### src/hw/rtl/art_pkg.sv
`timescale 1ns / 1ps
// ----------------------------------------------------------------------------
// art_pkg
// Shared types and constants of the arcball rotation tracker.
// ----------------------------------------------------------------------------
package art_pkg;

  localparam int COORD_BITS = 12;
  localparam int FRAC_BITS  = 14;
  localparam int REG_BITS   = 12;
  // Q2.FRAC value range is [-1, 1], which needs FRAC_BITS + 2 bits
  localparam int QW         = FRAC_BITS + 2;
  localparam int CFG_IDX_W  = 2;

  typedef logic [COORD_BITS-1:0]  coord_t;
  typedef logic signed [QW-1:0]   q_t;
  typedef logic [1:0]             op_code_t;

  typedef enum logic [1:0] {
    OP_MOVE  = 2'd0,
    OP_BEGIN = 2'd1,
    OP_END   = 2'd2
  } op_t;

  typedef enum logic [CFG_IDX_W-1:0] {
    CFG_CENTER_X = 2'd0,
    CFG_CENTER_Y = 2'd1,
    CFG_RADIUS   = 2'd2
  } cfg_idx_t;

endpackage

### src/hw/rtl/art_in_if.sv
`timescale 1ns / 1ps
// ----------------------------------------------------------------------------
// art_in_if
// Operation channel: pointer move, drag begin, drag end.
// ----------------------------------------------------------------------------
interface art_in_if import art_pkg::*; ();
  logic     valid;
  logic     ready;
  op_code_t op;
  coord_t   pointer_x;
  coord_t   pointer_y;

  modport source (output valid, output op, output pointer_x, output pointer_y,
                  input ready);
  modport sink   (input valid, input op, input pointer_x, input pointer_y,
                  output ready);
endinterface

### src/hw/rtl/art_out_if.sv
`timescale 1ns / 1ps
// ----------------------------------------------------------------------------
// art_out_if
// Result channel: conjugate of the current rotation and the drag flag.
// ----------------------------------------------------------------------------
interface art_out_if import art_pkg::*; ();
  logic valid;
  logic ready;
  q_t   rot_x;
  q_t   rot_y;
  q_t   rot_z;
  q_t   rot_w;
  logic is_dragging;

  modport source (output valid, output rot_x, output rot_y, output rot_z,
                  output rot_w, output is_dragging, input ready);
  modport sink   (input valid, input rot_x, input rot_y, input rot_z,
                  input rot_w, input is_dragging, output ready);
endinterface

### src/hw/rtl/arcball_rotation_tracker_unit.sv
`timescale 1ns / 1ps
// ----------------------------------------------------------------------------
// arcball_rotation_tracker_unit
// Arcball rotation controller in Q2.14: sphere mapping, drag quaternion and
// Hamilton product, driven by a small sequencer over shared units.
// ----------------------------------------------------------------------------
// One transaction is taken when the block is idle. Without an active drag the
// transaction goes straight to the done state, which loads the output
// register once it is free. With a drag, both the down point and the current
// point are mapped onto the ball by one shared shift/compare/subtract unit
// that does restoring division (54 steps) and digit-by-digit square root
// (27 steps): a point inside the ball costs three divides and one root, a
// point outside costs one root and two divides. One shared multiply-accumulate
// unit then forms the drag quaternion and the product with the down rotation.
// A finished result waits in the output register; the next transaction is
// taken while it waits.
module arcball_rotation_tracker_unit import art_pkg::*; (
  input  logic                 clk,
  input  logic                 rst_n,
  art_in_if.sink               in_item,
  art_out_if.source            out_item,
  input  logic                 cfg_we,
  input  logic [CFG_IDX_W-1:0] cfg_index,
  input  logic [REG_BITS-1:0]  cfg_wdata
);

  localparam int DW   = COORD_BITS + 1;            // signed delta
  localparam int SW   = 2 * COORD_BITS + 1;        // dx^2 + dy^2
  localparam int R2W  = 2 * COORD_BITS;            // r^2
  localparam int AW   = SW + 2 * FRAC_BITS + 1;    // shift register, even
  localparam int RTW  = AW / 2;                    // root width
  localparam int DVW  = (RTW > R2W) ? RTW : R2W;   // divisor width
  localparam int RW   = (DVW + 1 > RTW + 2) ? DVW + 1 : RTW + 2;
  localparam int CW   = $clog2(AW);
  localparam int MW   = (QW > DW) ? QW : DW;
  localparam int ACW  = 2 * MW + 2;
  localparam int ONE  = 1 << FRAC_BITS;

  localparam logic signed [ACW-1:0] ONE_A  = ACW'(ONE);
  localparam logic signed [ACW-1:0] HALF_A = ACW'(ONE / 2);
  localparam q_t                    ONE_Q  = QW'(ONE);

  typedef enum logic [3:0] {
    ST_IDLE, ST_DELTA, ST_MAC_S, ST_MAC_R, ST_SPLIT, ST_JOB, ST_WAIT,
    ST_PROD, ST_WB, ST_DONE
  } state_t;

  typedef struct packed {
    logic [1:0] ai;
    logic [1:0] bi;
    logic       neg;
    logic       en;
  } term_t;

  // Terms of cross/dot (phase 0: f x t) and Hamilton product (phase 1: d * e)
  function automatic term_t term_tab(input logic ph, input logic [1:0] k,
                                     input logic [1:0] j);
    term_t t;
    t = '0;
    unique case ({ph, k, j})
      5'b0_00_00: t = '{2'd1, 2'd2, 1'b0, 1'b1};
      5'b0_00_01: t = '{2'd2, 2'd1, 1'b1, 1'b1};
      5'b0_01_00: t = '{2'd2, 2'd0, 1'b0, 1'b1};
      5'b0_01_01: t = '{2'd0, 2'd2, 1'b1, 1'b1};
      5'b0_10_00: t = '{2'd0, 2'd1, 1'b0, 1'b1};
      5'b0_10_01: t = '{2'd1, 2'd0, 1'b1, 1'b1};
      5'b0_11_00: t = '{2'd0, 2'd0, 1'b0, 1'b1};
      5'b0_11_01: t = '{2'd1, 2'd1, 1'b0, 1'b1};
      5'b0_11_10: t = '{2'd2, 2'd2, 1'b0, 1'b1};
      5'b1_00_00: t = '{2'd3, 2'd0, 1'b0, 1'b1};
      5'b1_00_01: t = '{2'd0, 2'd3, 1'b0, 1'b1};
      5'b1_00_10: t = '{2'd1, 2'd2, 1'b0, 1'b1};
      5'b1_00_11: t = '{2'd2, 2'd1, 1'b1, 1'b1};
      5'b1_01_00: t = '{2'd3, 2'd1, 1'b0, 1'b1};
      5'b1_01_01: t = '{2'd0, 2'd2, 1'b1, 1'b1};
      5'b1_01_10: t = '{2'd1, 2'd3, 1'b0, 1'b1};
      5'b1_01_11: t = '{2'd2, 2'd0, 1'b0, 1'b1};
      5'b1_10_00: t = '{2'd3, 2'd2, 1'b0, 1'b1};
      5'b1_10_01: t = '{2'd0, 2'd1, 1'b0, 1'b1};
      5'b1_10_10: t = '{2'd1, 2'd0, 1'b1, 1'b1};
      5'b1_10_11: t = '{2'd2, 2'd3, 1'b0, 1'b1};
      5'b1_11_00: t = '{2'd3, 2'd3, 1'b0, 1'b1};
      5'b1_11_01: t = '{2'd0, 2'd0, 1'b1, 1'b1};
      5'b1_11_10: t = '{2'd1, 2'd1, 1'b1, 1'b1};
      5'b1_11_11: t = '{2'd2, 2'd2, 1'b1, 1'b1};
      default:    t = '0;
    endcase
    return t;
  endfunction

  function automatic q_t pick3(input q_t a0, input q_t a1, input q_t a2,
                               input logic [1:0] i);
    q_t v;
    unique case (i)
      2'd0:    v = a0;
      2'd1:    v = a1;
      default: v = a2;
    endcase
    return v;
  endfunction

  // add half, floor, clamp to [-1, 1]
  function automatic q_t round_q(input logic signed [ACW-1:0] v);
    logic signed [ACW-1:0] t;
    logic signed [ACW-1:0] s;
    q_t r;
    t = v + HALF_A;
    s = t >>> FRAC_BITS;
    if (s > ONE_A)       r = ONE_Q;
    else if (s < -ONE_A) r = -ONE_Q;
    else                 r = s[QW-1:0];
    return r;
  endfunction

  // configuration
  coord_t              cx_r, cy_r;
  logic [REG_BITS-1:0] rad_r;
  logic [REG_BITS-1:0] r_eff;

  // architectural state
  logic   drag_r;
  coord_t now_x_r, now_y_r, down_x_r, down_y_r;
  q_t     down_rot_r [4];
  q_t     now_rot_r  [4];

  // sequencer
  state_t     state_r;
  logic       pt_r;
  logic       inside_r;
  logic [1:0] job_r;
  logic       phase_r;
  logic [1:0] k_r, j_r;

  // point mapping
  logic signed [DW-1:0] dx_r, dy_r;
  logic [SW-1:0]        s_r;
  logic [R2W-1:0]       r2_r;
  logic [RTW-1:0]       n_r;
  q_t                   ball_r [2][3];
  q_t                   d_r [4];

  // shared divide / square-root unit
  logic           unit_busy_r;
  logic           unit_sqrt_r;
  logic [AW-1:0]  a_r;
  logic [RW-1:0]  rem_r;
  logic [RTW-1:0] root_r;
  logic [DVW-1:0] den_r;
  logic [CW-1:0]  cnt_r;

  // shared multiply-accumulate unit
  logic signed [ACW-1:0]  acc_r;
  logic signed [MW-1:0]   ma, mb;
  logic signed [2*MW-1:0] prod;
  logic signed [ACW-1:0]  prod_x;
  term_t                  tm;

  // output register
  logic out_valid_r;
  q_t   o_x_r, o_y_r, o_z_r, o_w_r;
  logic o_drag_r;

  logic in_acc;
  logic drag_nxt;

  assign r_eff  = (rad_r == '0) ? REG_BITS'(1) : rad_r;
  assign in_acc = in_item.valid && in_item.ready;
  assign in_item.ready = (state_r == ST_IDLE);

  assign out_item.valid       = out_valid_r;
  assign out_item.rot_x       = o_x_r;
  assign out_item.rot_y       = o_y_r;
  assign out_item.rot_z       = o_z_r;
  assign out_item.rot_w       = o_w_r;
  assign out_item.is_dragging = o_drag_r;

  always_comb begin
    unique case (op_t'(in_item.op))
      OP_BEGIN: drag_nxt = 1'b1;
      OP_END:   drag_nxt = 1'b0;
      default:  drag_nxt = drag_r;
    endcase
  end

  // ---- divide / root step ----
  logic [RW-1:0] cand, sub, diff;
  logic          ge;

  always_comb begin
    if (unit_sqrt_r) begin
      cand = {rem_r[RW-3:0], a_r[AW-1:AW-2]};
      sub  = RW'({root_r, 2'b01});
    end else begin
      cand = {rem_r[RW-2:0], a_r[AW-1]};
      sub  = RW'(den_r);
    end
    ge   = (cand >= sub);
    diff = cand - sub;
  end

  // ---- job operands ----
  logic [COORD_BITS-1:0] adx, ady, amag;
  logic                  jneg;
  logic [AW-1:0]         job_num;
  logic [DVW-1:0]        job_den;
  logic                  job_sqrt;
  logic                  job_last;
  logic [AW-1:0]         q_mag;
  q_t                    q_sat, q_sgn;

  always_comb begin
    logic signed [DW-1:0] nx, ny;
    nx   = -dx_r;
    ny   = -dy_r;
    adx  = dx_r[DW-1] ? nx[COORD_BITS-1:0] : dx_r[COORD_BITS-1:0];
    ady  = dy_r[DW-1] ? ny[COORD_BITS-1:0] : dy_r[COORD_BITS-1:0];
    // x is job 0 inside, job 1 outside
    if ((inside_r && job_r == 2'd0) || (!inside_r && job_r == 2'd1)) begin
      amag = adx;
      jneg = dx_r[DW-1];
    end else begin
      amag = ady;
      jneg = dy_r[DW-1];
    end
    job_sqrt = 1'b0;
    job_num  = '0;
    job_den  = DVW'(r_eff);
    if (inside_r) begin
      job_last = (job_r == 2'd3);
      unique case (job_r)
        2'd0, 2'd1: begin
          job_num = (AW'(amag) << FRAC_BITS) + AW'(r_eff >> 1);
        end
        2'd2: begin
          job_num = AW'(SW'(r2_r) - s_r) << (2 * FRAC_BITS);
          job_den = DVW'(r2_r);
        end
        default: begin
          job_num  = a_r;
          job_sqrt = 1'b1;
        end
      endcase
    end else begin
      job_last = (job_r == 2'd2);
      job_den  = DVW'(n_r);
      unique case (job_r)
        2'd0: begin
          job_num  = AW'(s_r) << (2 * FRAC_BITS);
          job_sqrt = 1'b1;
        end
        default: begin
          job_num = (AW'(amag) << (2 * FRAC_BITS)) + AW'(n_r >> 1);
        end
      endcase
    end
    q_mag = a_r;
    q_sat = (q_mag > AW'(ONE)) ? ONE_Q : q_mag[QW-1:0];
    q_sgn = jneg ? -q_sat : q_sat;
  end

  // ---- multiplier operand select ----
  always_comb begin
    tm = term_tab(phase_r, k_r, j_r);
    unique case (state_r)
      ST_MAC_S: begin
        ma = (j_r == 2'd0) ? MW'(dx_r) : MW'(dy_r);
        mb = ma;
      end
      ST_MAC_R: begin
        ma = MW'($signed({1'b0, r_eff}));
        mb = ma;
      end
      default: begin
        if (phase_r) begin
          ma = MW'(d_r[tm.ai]);
          mb = MW'(down_rot_r[tm.bi]);
        end else begin
          ma = MW'(pick3(ball_r[0][0], ball_r[0][1], ball_r[0][2], tm.ai));
          mb = MW'(pick3(ball_r[1][0], ball_r[1][1], ball_r[1][2], tm.bi));
        end
      end
    endcase
    prod   = ma * mb;
    prod_x = ACW'(prod);
  end

  // ---- sequencer and datapath ----
  always_ff @(posedge clk) begin
    if (!rst_n) begin
      state_r     <= ST_IDLE;
      cx_r        <= '0;
      cy_r        <= '0;
      rad_r       <= REG_BITS'(1);
      drag_r      <= 1'b0;
      now_x_r     <= '0;
      now_y_r     <= '0;
      down_x_r    <= '0;
      down_y_r    <= '0;
      for (int i = 0; i < 4; i++) begin
        down_rot_r[i] <= (i == 3) ? ONE_Q : '0;
        now_rot_r[i]  <= (i == 3) ? ONE_Q : '0;
      end
      unit_busy_r <= 1'b0;
      out_valid_r <= 1'b0;
      pt_r        <= 1'b0;
      job_r       <= '0;
      phase_r     <= 1'b0;
      k_r         <= '0;
      j_r         <= '0;
    end else begin
      if (cfg_we) begin
        unique case (cfg_idx_t'(cfg_index))
          CFG_CENTER_X: cx_r  <= cfg_wdata;
          CFG_CENTER_Y: cy_r  <= cfg_wdata;
          CFG_RADIUS:   rad_r <= cfg_wdata;
          default: ;
        endcase
      end

      // in the done state the output register is handled there
      if (out_valid_r && out_item.ready && state_r != ST_DONE) out_valid_r <= 1'b0;

      if (unit_busy_r) begin
        rem_r <= ge ? diff : cand;
        if (unit_sqrt_r) begin
          a_r    <= {a_r[AW-3:0], 2'b00};
          root_r <= {root_r[RTW-2:0], ge};
        end else begin
          a_r <= {a_r[AW-2:0], ge};
        end
        if (cnt_r == '0) unit_busy_r <= 1'b0;
        else             cnt_r <= cnt_r - CW'(1);
      end

      unique case (state_r)
        ST_IDLE: begin
          if (in_acc) begin
            unique case (op_t'(in_item.op))
              OP_MOVE: begin
                now_x_r <= in_item.pointer_x;
                now_y_r <= in_item.pointer_y;
              end
              OP_BEGIN: begin
                drag_r   <= 1'b1;
                down_x_r <= now_x_r;
                down_y_r <= now_y_r;
              end
              OP_END: begin
                drag_r <= 1'b0;
                for (int i = 0; i < 4; i++) down_rot_r[i] <= now_rot_r[i];
              end
              default: ;
            endcase
            pt_r    <= 1'b0;
            state_r <= drag_nxt ? ST_DELTA : ST_DONE;
          end
        end
        ST_DELTA: begin
          dx_r <= $signed({1'b0, pt_r ? now_x_r : down_x_r}) - $signed({1'b0, cx_r});
          dy_r <= $signed({1'b0, pt_r ? now_y_r : down_y_r}) - $signed({1'b0, cy_r});
          j_r     <= '0;
          state_r <= ST_MAC_S;
        end
        ST_MAC_S: begin
          acc_r <= (j_r == 2'd0) ? prod_x : acc_r + prod_x;
          if (j_r == 2'd1) begin
            state_r <= ST_MAC_R;
          end
          j_r <= j_r + 2'd1;
        end
        ST_MAC_R: begin
          s_r     <= acc_r[SW-1:0];
          acc_r   <= prod_x;
          state_r <= ST_SPLIT;
        end
        ST_SPLIT: begin
          r2_r     <= acc_r[R2W-1:0];
          inside_r <= (s_r <= SW'(acc_r[R2W-1:0]));
          job_r    <= '0;
          state_r  <= ST_JOB;
        end
        ST_JOB: begin
          a_r         <= job_num;
          den_r       <= job_den;
          unit_sqrt_r <= job_sqrt;
          rem_r       <= '0;
          root_r      <= '0;
          cnt_r       <= job_sqrt ? CW'(RTW - 1) : CW'(AW - 1);
          unit_busy_r <= 1'b1;
          state_r     <= ST_WAIT;
        end
        ST_WAIT: begin
          if (!unit_busy_r) begin
            if (inside_r) begin
              unique case (job_r)
                2'd0:    ball_r[pt_r][0] <= q_sgn;
                2'd1:    ball_r[pt_r][1] <= q_sgn;
                2'd2:    ;
                default: begin
                  ball_r[pt_r][2] <= (root_r > RTW'(ONE)) ? ONE_Q : root_r[QW-1:0];
                end
              endcase
            end else begin
              unique case (job_r)
                2'd0: n_r <= (root_r == '0) ? RTW'(1) : root_r;
                2'd1: ball_r[pt_r][0] <= q_sgn;
                default: begin
                  ball_r[pt_r][1] <= q_sgn;
                  ball_r[pt_r][2] <= '0;
                end
              endcase
            end
            job_r <= job_r + 2'd1;
            if (!job_last) begin
              state_r <= ST_JOB;
            end else if (!pt_r) begin
              pt_r    <= 1'b1;
              state_r <= ST_DELTA;
            end else begin
              phase_r <= 1'b0;
              k_r     <= '0;
              j_r     <= '0;
              state_r <= ST_PROD;
            end
          end
        end
        ST_PROD: begin
          acc_r <= ((j_r == 2'd0) ? '0 : acc_r) +
                   (tm.en ? (tm.neg ? -prod_x : prod_x) : '0);
          j_r   <= j_r + 2'd1;
          if (j_r == 2'd3) state_r <= ST_WB;
        end
        ST_WB: begin
          if (phase_r) now_rot_r[k_r] <= round_q(acc_r);
          else         d_r[k_r]       <= round_q(acc_r);
          k_r <= k_r + 2'd1;
          if (k_r != 2'd3)  state_r <= ST_PROD;
          else if (!phase_r) begin
            phase_r <= 1'b1;
            state_r <= ST_PROD;
          end else begin
            state_r <= ST_DONE;
          end
        end
        ST_DONE: begin
          if (!out_valid_r || out_item.ready) begin
            out_valid_r <= 1'b1;
            o_x_r       <= -now_rot_r[0];
            o_y_r       <= -now_rot_r[1];
            o_z_r       <= -now_rot_r[2];
            o_w_r       <= now_rot_r[3];
            o_drag_r    <= drag_r;
            state_r     <= ST_IDLE;
          end
        end
        default: state_r <= ST_IDLE;
      endcase
    end
  end

  // ---- assertions ----
  a_end_clears_drag: assert property (@(posedge clk) disable iff (!rst_n)
    in_acc && in_item.op == OP_END |=> !drag_r)
    else $error("drag still active after end transaction");

  a_unit_only_in_wait: assert property (@(posedge clk) disable iff (!rst_n)
    unit_busy_r |-> state_r == ST_WAIT)
    else $error("divide/root unit busy outside wait state");

  a_result_from_done: assert property (@(posedge clk) disable iff (!rst_n)
    $rose(out_valid_r) |-> $past(state_r == ST_DONE))
    else $error("result raised outside done state");

  a_rot_w_range: assert property (@(posedge clk) disable iff (!rst_n)
    now_rot_r[3] <= ONE_Q && now_rot_r[3] >= -ONE_Q)
    else $error("rotation scalar out of range");

endmodule

### src/flat_wrapper.sv
// flat-port wrapper written by rule: the top's interface ports become plain ports
module arcball_rotation_tracker_unit_flat import art_pkg::*;
  (clk, rst_n, cfg_we, cfg_index, cfg_wdata, in_item_valid, in_item_op, in_item_pointer_x, in_item_pointer_y, in_item_ready, out_item_valid, out_item_rot_x, out_item_rot_y, out_item_rot_z, out_item_rot_w, out_item_is_dragging, out_item_ready);
  art_in_if in_item_i ();
  art_out_if out_item_i ();
  input  logic clk;
  input  logic rst_n;
  input  logic cfg_we;
  input  logic [CFG_IDX_W-1:0] cfg_index;
  input  logic [REG_BITS-1:0] cfg_wdata;
  input wire logic [$bits(in_item_i.valid)-1:0] in_item_valid;
  input wire logic [$bits(in_item_i.op)-1:0] in_item_op;
  input wire logic [$bits(in_item_i.pointer_x)-1:0] in_item_pointer_x;
  input wire logic [$bits(in_item_i.pointer_y)-1:0] in_item_pointer_y;
  output wire logic [$bits(in_item_i.ready)-1:0] in_item_ready;
  output wire logic [$bits(out_item_i.valid)-1:0] out_item_valid;
  output wire logic [$bits(out_item_i.rot_x)-1:0] out_item_rot_x;
  output wire logic [$bits(out_item_i.rot_y)-1:0] out_item_rot_y;
  output wire logic [$bits(out_item_i.rot_z)-1:0] out_item_rot_z;
  output wire logic [$bits(out_item_i.rot_w)-1:0] out_item_rot_w;
  output wire logic [$bits(out_item_i.is_dragging)-1:0] out_item_is_dragging;
  input wire logic [$bits(out_item_i.ready)-1:0] out_item_ready;
  assign in_item_i.valid = in_item_valid;
  assign in_item_i.op = in_item_op;
  assign in_item_i.pointer_x = in_item_pointer_x;
  assign in_item_i.pointer_y = in_item_pointer_y;
  assign in_item_ready = in_item_i.ready;
  assign out_item_valid = out_item_i.valid;
  assign out_item_rot_x = out_item_i.rot_x;
  assign out_item_rot_y = out_item_i.rot_y;
  assign out_item_rot_z = out_item_i.rot_z;
  assign out_item_rot_w = out_item_i.rot_w;
  assign out_item_is_dragging = out_item_i.is_dragging;
  assign out_item_i.ready = out_item_ready;
  arcball_rotation_tracker_unit u_core (.clk(clk), .rst_n(rst_n), .in_item(in_item_i), .out_item(out_item_i), .cfg_we(cfg_we), .cfg_index(cfg_index), .cfg_wdata(cfg_wdata));
endmodule
### config.mk
export PLATFORM = sky130hd
export DESIGN_NAME = arcball_rotation_tracker_unit_flat
export DESIGN_NICKNAME = d
export VERILOG_FILES = /design/src/hw/rtl/art_pkg.sv /design/src/hw/rtl/art_in_if.sv /design/src/hw/rtl/art_out_if.sv /design/src/hw/rtl/arcball_rotation_tracker_unit.sv /design/src/flat_wrapper.sv
export SDC_FILE = /design/constraint.sdc
export NUM_CORES = 2
export LEC_CHECK = 0
export ABC_AREA = 1
export BUFFER_PORTS_ARGS = -buffer_cell sky130_fd_sc_hd__buf_4
export CAP_MARGIN = 0
export CORE_MARGIN = 3
export CORE_UTILIZATION = 45
export CTS_BUF_LIST = sky130_fd_sc_hd__clkbuf_8
export DETAILED_ROUTE_END_ITERATION = 8
export HOLD_SLACK_MARGIN = 0.06
export PLACE_DENSITY_LB_ADDON = 0.12
export SYNTH_ARGS = -nofsm -noshare
export SYNTH_HDL_FRONTEND = slang
export SYNTH_SLANG_ARGS = --single-unit
### constraint.sdc
create_clock -name clk -period 27.1 [get_ports clk]
set_input_delay 1.355 -clock clk [delete_from_list [all_inputs] [get_ports clk]]
set_output_delay 1.355 -clock clk [all_outputs]
set_load 0.02 [all_outputs]
== Word-level counts from Yosys, hierarchy flattened ==
Memories as Yosys holds them, arrays and structs flattened.
Cells that the tools add are included.

* Register bits after elaboration: 444
* Bits of input ports: 45
* ROM bits: 192
* Output and inout bits: 67
* Memories: 5
* RAM bits: 288
* Word-level logic and storage cells: 297

{| class="wikitable"
|+ Memories
! name !! words !! bits a word !! read ports !! clocked after Yosys merged registers in !! wr ports !! RTL line !! source
|-
| (no name shown) || 32 || 6 || 1 || 0 || 0 || arcball_rotation_tracker_unit.sv:60 || <nowiki>unique case ({ph, k, j})</nowiki>
|-
| u_core.ball_r || 2 || 48 || 2 || 0 || 1 || arcball_rotation_tracker_unit.sv:139 || <nowiki>q_t ball_r [2][3];</nowiki>
|-
| u_core.d_r || 4 || 16 || 1 || 0 || 1 || arcball_rotation_tracker_unit.sv:140 || <nowiki>q_t d_r [4];</nowiki>
|-
| u_core.down_rot_r || 4 || 16 || 1 || 0 || 4 || arcball_rotation_tracker_unit.sv:123 || <nowiki>q_t down_rot_r [4];</nowiki>
|-
| u_core.now_rot_r || 4 || 16 || 4 || 0 || 4 || arcball_rotation_tracker_unit.sv:124 || <nowiki>q_t now_rot_r [4];</nowiki>
|}

* $mul: 1
* Equal/unequal tests: 32
* Add/subtract/negate cells: 20
* Mux-type cells: 137
* Bitwise gates (word level): 9
* Order comparisons: 6
* Reductions and logical operators: 53

{| class="wikitable"
|+ Operators with widths
! kind !! count
|-
| 2-to-1 mux 16 bit || 22
|-
| 2-to-1 mux 54 bit || 5
|-
| 2-to-1 mux 34 bit || 4
|-
| case mux 16 bit (2 select lines) || 4
|-
| case mux 54 bit (2 select lines) || 1
|-
| case mux 34 bit (3 select lines) || 1
|-
| 2-to-1 mux 27 bit || 3
|-
| 2-to-1 mux 12 bit || 6
|-
| negator 16 bit || 4
|-
| 2-to-1 mux 1 bit || 60
|-
| 2-to-1 mux 29 bit || 2
|-
| 2-to-1 mux 28 bit || 2
|-
| > comparator 54 x 15 -> 1 bit, second input constant || 1
|-
| adder 40 x 26 -> 41 bit || 1
|-
| case mux 4 bit (10 select lines) || 1
|-
| 2-to-1 mux 4 bit || 9
|-
| adder 34 x 15 -> 34 bit, second input constant || 1
|-
| adder 34 x 32 -> 34 bit || 1
|-
| adder 34 bit || 1
|-
| negator 34 bit || 1
|-
| multiplier 16 x 16 -> 32 bit || 1
|-
| greater-or-equal comparator 29 bit || 1
|-
| subtractor 28 bit || 1
|-
| adder 26 x 11 -> 27 bit || 1
|-
| other kinds (44) || 124
|}

== Logic depth before layout (Yosys ltp) ==
An unclocked memory read counts as a cell.

* Depth after elaboration: 11
* Mapped depth: 64
* Gate-level depth less buffers: 61

== Worst setup path before layout ==
No wires, ideal clock.

* Kind: flip-flop to flip-flop
* From: register u_core.j_r[0]
* To: register u_core.acc_r[33] (data pin)
* Stages on the path, launching flop included: 55
* Data arrival time: 9431 ps
* Buffers on the path: 4
* Library setup time: 256 ps
* Path slack: 17413 ps
* Data required time: 26844 ps
* Period minus slack after synthesis: 9687 ps
* Path through: dfxtp_1 -> inv_1 -> ha_1 -> buf_2 -> nor2_1 -> o21ai_1 -> nand2_1 -> nand2_2 -> nor2_2 -> inv_2 -> buf_4 -> o22ai_1 -> a211oi_1 -> o21ai_1 -> buf_2 -> nor2_1 -> fa_1 -> inv_1 -> [19 not listed] -> nand2_1 -> nand3b_1 -> nor2_1 -> nand2_1 -> nand2_1 -> nand2_1 -> nand2_1 -> nor2_1 -> ha_1 -> clkbuf_1 -> nand3_1 -> nor4_1 -> nand3_1 -> nand3_1 -> xor2_1 -> nand2_1 -> nand3_1 -> nand2_1

* Longest elaborated chain between the ends: 11
* Elaborated cells between the ends (all ways): 24
* Those cells by class: add/sub: 3; mul: 1; eq/ne: 2; mux: 12; reduce/logical: 3; memory: 3

{| class="wikitable"
|+ Ends and longest elaborated chain
! element !! RTL line !! source
|-
| from (decl) || arcball_rotation_tracker_unit.sv:132 || <nowiki>logic [1:0] k_r, j_r;</nowiki>
|-
| from (signal assigned) || arcball_rotation_tracker_unit.sv:369 || <nowiki>j_r <= j_r + 2'd1;</nowiki>
|-
| from (signal assigned) || arcball_rotation_tracker_unit.sv:430 || <nowiki>j_r <= j_r + 2'd1;</nowiki>
|-
| memory read (32 x 6 bit) || -- ||
|-
| equality test 2 x 1 -> 1 bit / logical NOT 2 bit (equally long branches) || arcball_rotation_tracker_unit.sv:94 || <nowiki>unique case (i)</nowiki>
|-
| case mux 16 bit (2 select lines) || arcball_rotation_tracker_unit.sv:94 ||
|-
| 2-to-1 mux 16 bit || arcball_rotation_tracker_unit.sv:274 || <nowiki>if (phase_r) begin</nowiki>
|-
| case mux 16 bit (2 select lines) || arcball_rotation_tracker_unit.sv:264 || <nowiki>unique case (state_r)</nowiki>
|-
| multiplier 16 x 16 -> 32 bit || arcball_rotation_tracker_unit.sv:283 || <nowiki>prod = ma * mb;</nowiki>
|-
| negator 34 bit || arcball_rotation_tracker_unit.sv:429 || <nowiki>(tm.en ? (tm.neg ? -prod_x : prod_x) : '0);</nowiki>
|-
| 2-to-1 mux 34 bit (2 in a row) || arcball_rotation_tracker_unit.sv:429 ||
|-
| adder 34 bit || arcball_rotation_tracker_unit.sv:428 || <nowiki>acc_r <= ((j_r == 2'd0) ? '0 : acc_r) +</nowiki>
|-
| case mux 34 bit (3 select lines) (*) || arcball_rotation_tracker_unit.sv:335 || <nowiki>unique case (state_r)</nowiki>
|-
| to (signal assigned) || arcball_rotation_tracker_unit.sv:365 || <nowiki>acc_r <= (j_r == 2'd0) ? prod_x : acc_r + prod_x;</nowiki>
|-
| to (signal assigned) || arcball_rotation_tracker_unit.sv:373 || <nowiki>acc_r <= prod_x;</nowiki>
|-
| to (signal assigned) || arcball_rotation_tracker_unit.sv:428 ||
|-
| to (decl) || arcball_rotation_tracker_unit.sv:152 || <nowiki>logic signed [ACW-1:0] acc_r;</nowiki>
|}

Every way passes the cells marked *; elsewhere a longest branch is shown, timed or not.
A chain may end at the register's enable or synchronous reset.

== Worst setup path after layout ==
* From: register u_core.k_r[1]
* To: register u_core.acc_r[31] (data pin)

* Longest elaborated chain between the ends: 11
* Elaborated cells between the ends (all ways): 21
* Those cells by class: add/sub: 3; mul: 1; eq/ne: 2; mux: 10; reduce/logical: 2; memory: 3

{| class="wikitable"
|+ Ends and longest elaborated chain
! element !! RTL line !! source
|-
| from (decl) || arcball_rotation_tracker_unit.sv:132 ||
|-
| from (signal assigned) || arcball_rotation_tracker_unit.sv:436 || <nowiki>k_r <= k_r + 2'd1;</nowiki>
|-
| memory read (32 x 6 bit) (*) || -- ||
|-
| equality test 2 x 1 -> 1 bit / logical NOT 2 bit (equally long branches) || arcball_rotation_tracker_unit.sv:94 ||
|-
| case mux 16 bit (2 select lines) || arcball_rotation_tracker_unit.sv:94 ||
|-
| 2-to-1 mux 16 bit || arcball_rotation_tracker_unit.sv:274 ||
|-
| case mux 16 bit (2 select lines) || arcball_rotation_tracker_unit.sv:264 ||
|-
| multiplier 16 x 16 -> 32 bit || arcball_rotation_tracker_unit.sv:283 ||
|-
| negator 34 bit || arcball_rotation_tracker_unit.sv:429 ||
|-
| 2-to-1 mux 34 bit (2 in a row) || arcball_rotation_tracker_unit.sv:429 ||
|-
| adder 34 bit || arcball_rotation_tracker_unit.sv:428 ||
|-
| case mux 34 bit (3 select lines) (*) || arcball_rotation_tracker_unit.sv:335 ||
|}

Marked as above.

==> metrics.log <==
[metrics] post-detail-place hpwl: 139.4 mm
[metrics] Final setup violation count: 0
[metrics] pin count of the biggest net entering global routing: 95
[metrics] post-synthesis async set-or-reset flop share: 0%
[metrics] buffers from clock root to sink, at most: 3
[metrics] setup slack after placement: 14.04 ns
[metrics] routed len/inst: between 20 and 25 um
[metrics] kind of capture point of the worst setup path: flop
[metrics] standard cell core area: 118200 um2
[metrics] global-route congestion overflow total: 0
[metrics] CP most frequent cell: nand2_1
[metrics] clock transition at the registers of the reported paths: about 0.060 ns
[metrics] setup slack, reg-to-reg: 13.66 ns
[metrics] CTS tree: done
[metrics] GRT Resource Usage Total: 29.18%
[metrics] Crit path arrival time: around 14 ns
[metrics] number of cells traversed by the worst register-to-register path: 52
[metrics] flip-flop and latch count after synthesis: 732
[metrics] GPL Wtd Cong: around 1
[metrics] post-CTS setup repair buffer count: 0
[metrics] top cell family by delay on the critical path: simple AND/OR/NAND/NOR gates
[metrics] outcome: completed
[metrics] net count reported at finish: 7142
[metrics] clock tree sinks: 732
[metrics] die extent in y: between 300 and 400 um
[metrics] final std cells w/o fill: between 8000 and 9000
[metrics] CTS buffer count: 132
[metrics] total detailed-routing wirelength: approximately 180 mm
[metrics] mean instance size in the synthesized netlist: 8.292 um2
[metrics] drt pass-1 iters: 6
[metrics] max frequency: 74.38 MHz
[metrics] start point of the worst hold path: u_core.root_r[11]
[metrics] hold crit path type: flop to flop
[metrics] clock insertion delay at the later pin of the skew report: 0.83 ns
[metrics] first-pass GRT wire length: ~270 mm
[metrics] synth warn: 0
[metrics] Finished Cell Area: 58630 um2
[metrics] highest-count cells in the layout ignoring fill and taps: nand2_1, inv_1, nor2_1
[metrics] Clock Root Buffer: clkbuf_8
[metrics] setup repair after global routing missed its margin: no
[metrics] die footprint: 123400 um2
[metrics] via count normalized by instance count: 5.539
[metrics] most used flip-flop cell after synthesis: edfxtp_1
[metrics] total DRC errors in the routed layout: 0
[metrics] critical path data required time: 27.60 ns
[metrics] MaxCap Viol Count: 0
[metrics] Worst Setup Slack, final: between 10 and 15 ns
[metrics] cell area after synthesis: 53630 um2
[metrics] startpoint type of the worst setup path: flop
[metrics] Detailed Route Iter0 Violations: 4809
[metrics] end point of the most critical hold path: u_core.n_r[11]
[metrics] minimum clock period after layout: roughly 13 ns
[metrics] standard cell area after detailed placement: between 50000 and 60000 um2
[metrics] final hold vios: 0
[metrics] number of rows created at floorplan: 126
[metrics] signed area change from the synthesized netlist to the final layout: 9.318%
[metrics] number of synthesized flops with an enable pin: 633
[metrics] Horiz. Die Dim: between 300 and 400 um
[metrics] proportion of layout cells with a drive suffix above 1: 7.317%
[metrics] buffers added on ports: 111
[metrics] Tightest Pin Transition: around 1.2 ns
[metrics] top fanout value on the critical path: 30
[metrics] sequential element share of the synthesized area: around two fifths
[metrics] number of routed nets with antenna violations: 0
[metrics] hold buffers post-CTS: 0
[metrics] FF-to-FF End: u_core.acc_r[31]
[metrics] relative max-transition margin: 22.05%
[metrics] hold depth: 0
[metrics] Final Skew: 0.04972 ns
[metrics] via count: about 45000
[metrics] Worst path max stage delay: just over 0.7 ns
[metrics] Gates resized, CTS repair: 0
[metrics] number of antenna violations at the first check in global routing: 3
[metrics] post-synthesis cell count: between 6000 and 7000
[metrics] worst flop-to-flop path startpoint: u_core.k_r[1]
[metrics] most common cell after layout, fill and taps aside: nand2_1
[metrics] TNS Setup: 0 ns
[metrics] period utilization: about half
[metrics] Worst path slowest cell: nor2_1
[metrics] CTS H-tree lvls: 4
[metrics] number of I/O pins: 112
[metrics] number of buffers and inverters on the critical path: 10
[metrics] number of distinct standard cells referenced by the synthesized netlist: 69
[metrics] count of pins over their slew limit: 0
[metrics] total placed cells including tap cells: 7957
[metrics] class of the most critical setup path: flop to flop
[metrics] vias in the first global route: 43610
[metrics] Starting Density: 45.36%
==> synth_stat cells, drive strengths merged (7+ instances only) <==
master      n  share of area (%)
clkinv     10              0.070
o221ai     40               0.65
o2111ai     7               0.11
nand3b     22               0.45
o211ai     27               0.38
and2       12               0.14
xor2      105                1.7
or2        30               0.35
nand4      72               0.85
nor2      871                6.2
a311oi      8               0.13
nand3     249                2.4
clkbuf    161                1.1
dfxtp      99                3.7
edfxtp    633                 35
nor4       31               0.36
o22ai      27               0.31
a21oi     412                3.8
a22o       13               0.21
a211oi     42               0.59
xnor2      35               0.57
o21bai     13               0.18
ha        273                6.4
o21a       16               0.22
o31ai      18               0.25
a31oi      41               0.48
nand2    1156                8.2
nor3       94                1.0
o21ai     478                4.5
o311ai      7               0.11
buf        63               0.66
fa        269                 10
a21o       14               0.20
inv      1080                7.6
a22oi       9               0.13
==> metrics by stage <==
| step | hold slack [ns] | utilization, % |
|---|---|---|
| 5_1_grt | 0.4420 | 49.59 |
| 4_1_cts | 0.4446 | 49.58 |
| 3_5_place_dp | 0.4365 | 47.39 |
| 6_report | 0.4469 | 49.59 |
| 2_1_floorplan | 0.4179 | - |
| 3_3_place_gp | 0.4275 | 47.39 |
==> flip-flops by register name, indices dropped and copies added (netlist names), 13 cells and up <==
signal,flops
u_core.a_r,54
u_core.acc_r,34
u_core.ball_r,96
u_core.d_r,64
u_core.den_r,27
u_core.down_rot_r,64
u_core.dx_r,13
u_core.dy_r,13
u_core.n_r,27
u_core.now_rot_r,64
u_core.out_item.rot_w,16
u_core.out_item.rot_x,16
u_core.out_item.rot_y,16
u_core.out_item.rot_z,16
u_core.r2_r,24
u_core.rem_r,28
u_core.root_r,27
u_core.s_r,25
==> per-layer routing <==
metal	GRT usage [%]	wire [um]
met4	9.279	5881
met1	42.62	82120
met2	44.25	78310
met3	4.835	14170
met5	0	12
==> kinds of logic after synthesis <==
kind of cell | Yosys count | synth area share (%)
AND/OR/NAND/NOR | 2541 | 19.99
XOR/XNOR | 140 | 2.286
AO/OA/AOI/OAI | 1195 | 12.70
flip-flops | 732 | 39.14
multiplexers | 3 | 0.05599
other | 1 | 0.006992
buffers and inverters | 1314 | 9.416
adder cells (fa/ha/maj) | 542 | 16.41
==> worst register-to-register path: cells and delay by family (launching register included) <==
kind	cells	cell delay, ns
simple gates	26	4.79
fa+ha+maj	8	3.69
buf+inv	10	2.04
compound gates	8	2.02
flops	1	0.60
==> cell type report <==
cell class              instances  area [um2]
diodes                          3       7.507
inverters                    1090        4094
multi-input cells            4423       27710
clock inverters                99       715.7
clock buffers                 136        1872
fillers                     11630       59610
flip-flops and latches        732       20990
well taps                    1536        1922
repair buffers                176        1321
==> worst max path at each step <==
stage / from / endpoint / slack [ns] / cells after the start
final: u_core.k_r[1] / u_core.acc_r[31] / 13.66 / 52
after global routing: u_core.k_r[1] / u_core.acc_r[31] / 13.06 / 52
after CTS: u_core.k_r[1] / u_core.acc_r[31] / 14.02 / 52
after detailed placement: u_core.k_r[1] / u_core.acc_r[31] / 14.04 / 52
after global placement: u_core.k_r[1] / u_core.acc_r[31] / 14.17 / 52
after floorplan: u_core.j_r[0] / u_core.acc_r[33] / 17.41 / 54
Power is not shown: default switching activity piles up to over one toggle a cycle in this logic, so the estimate is an artifact.
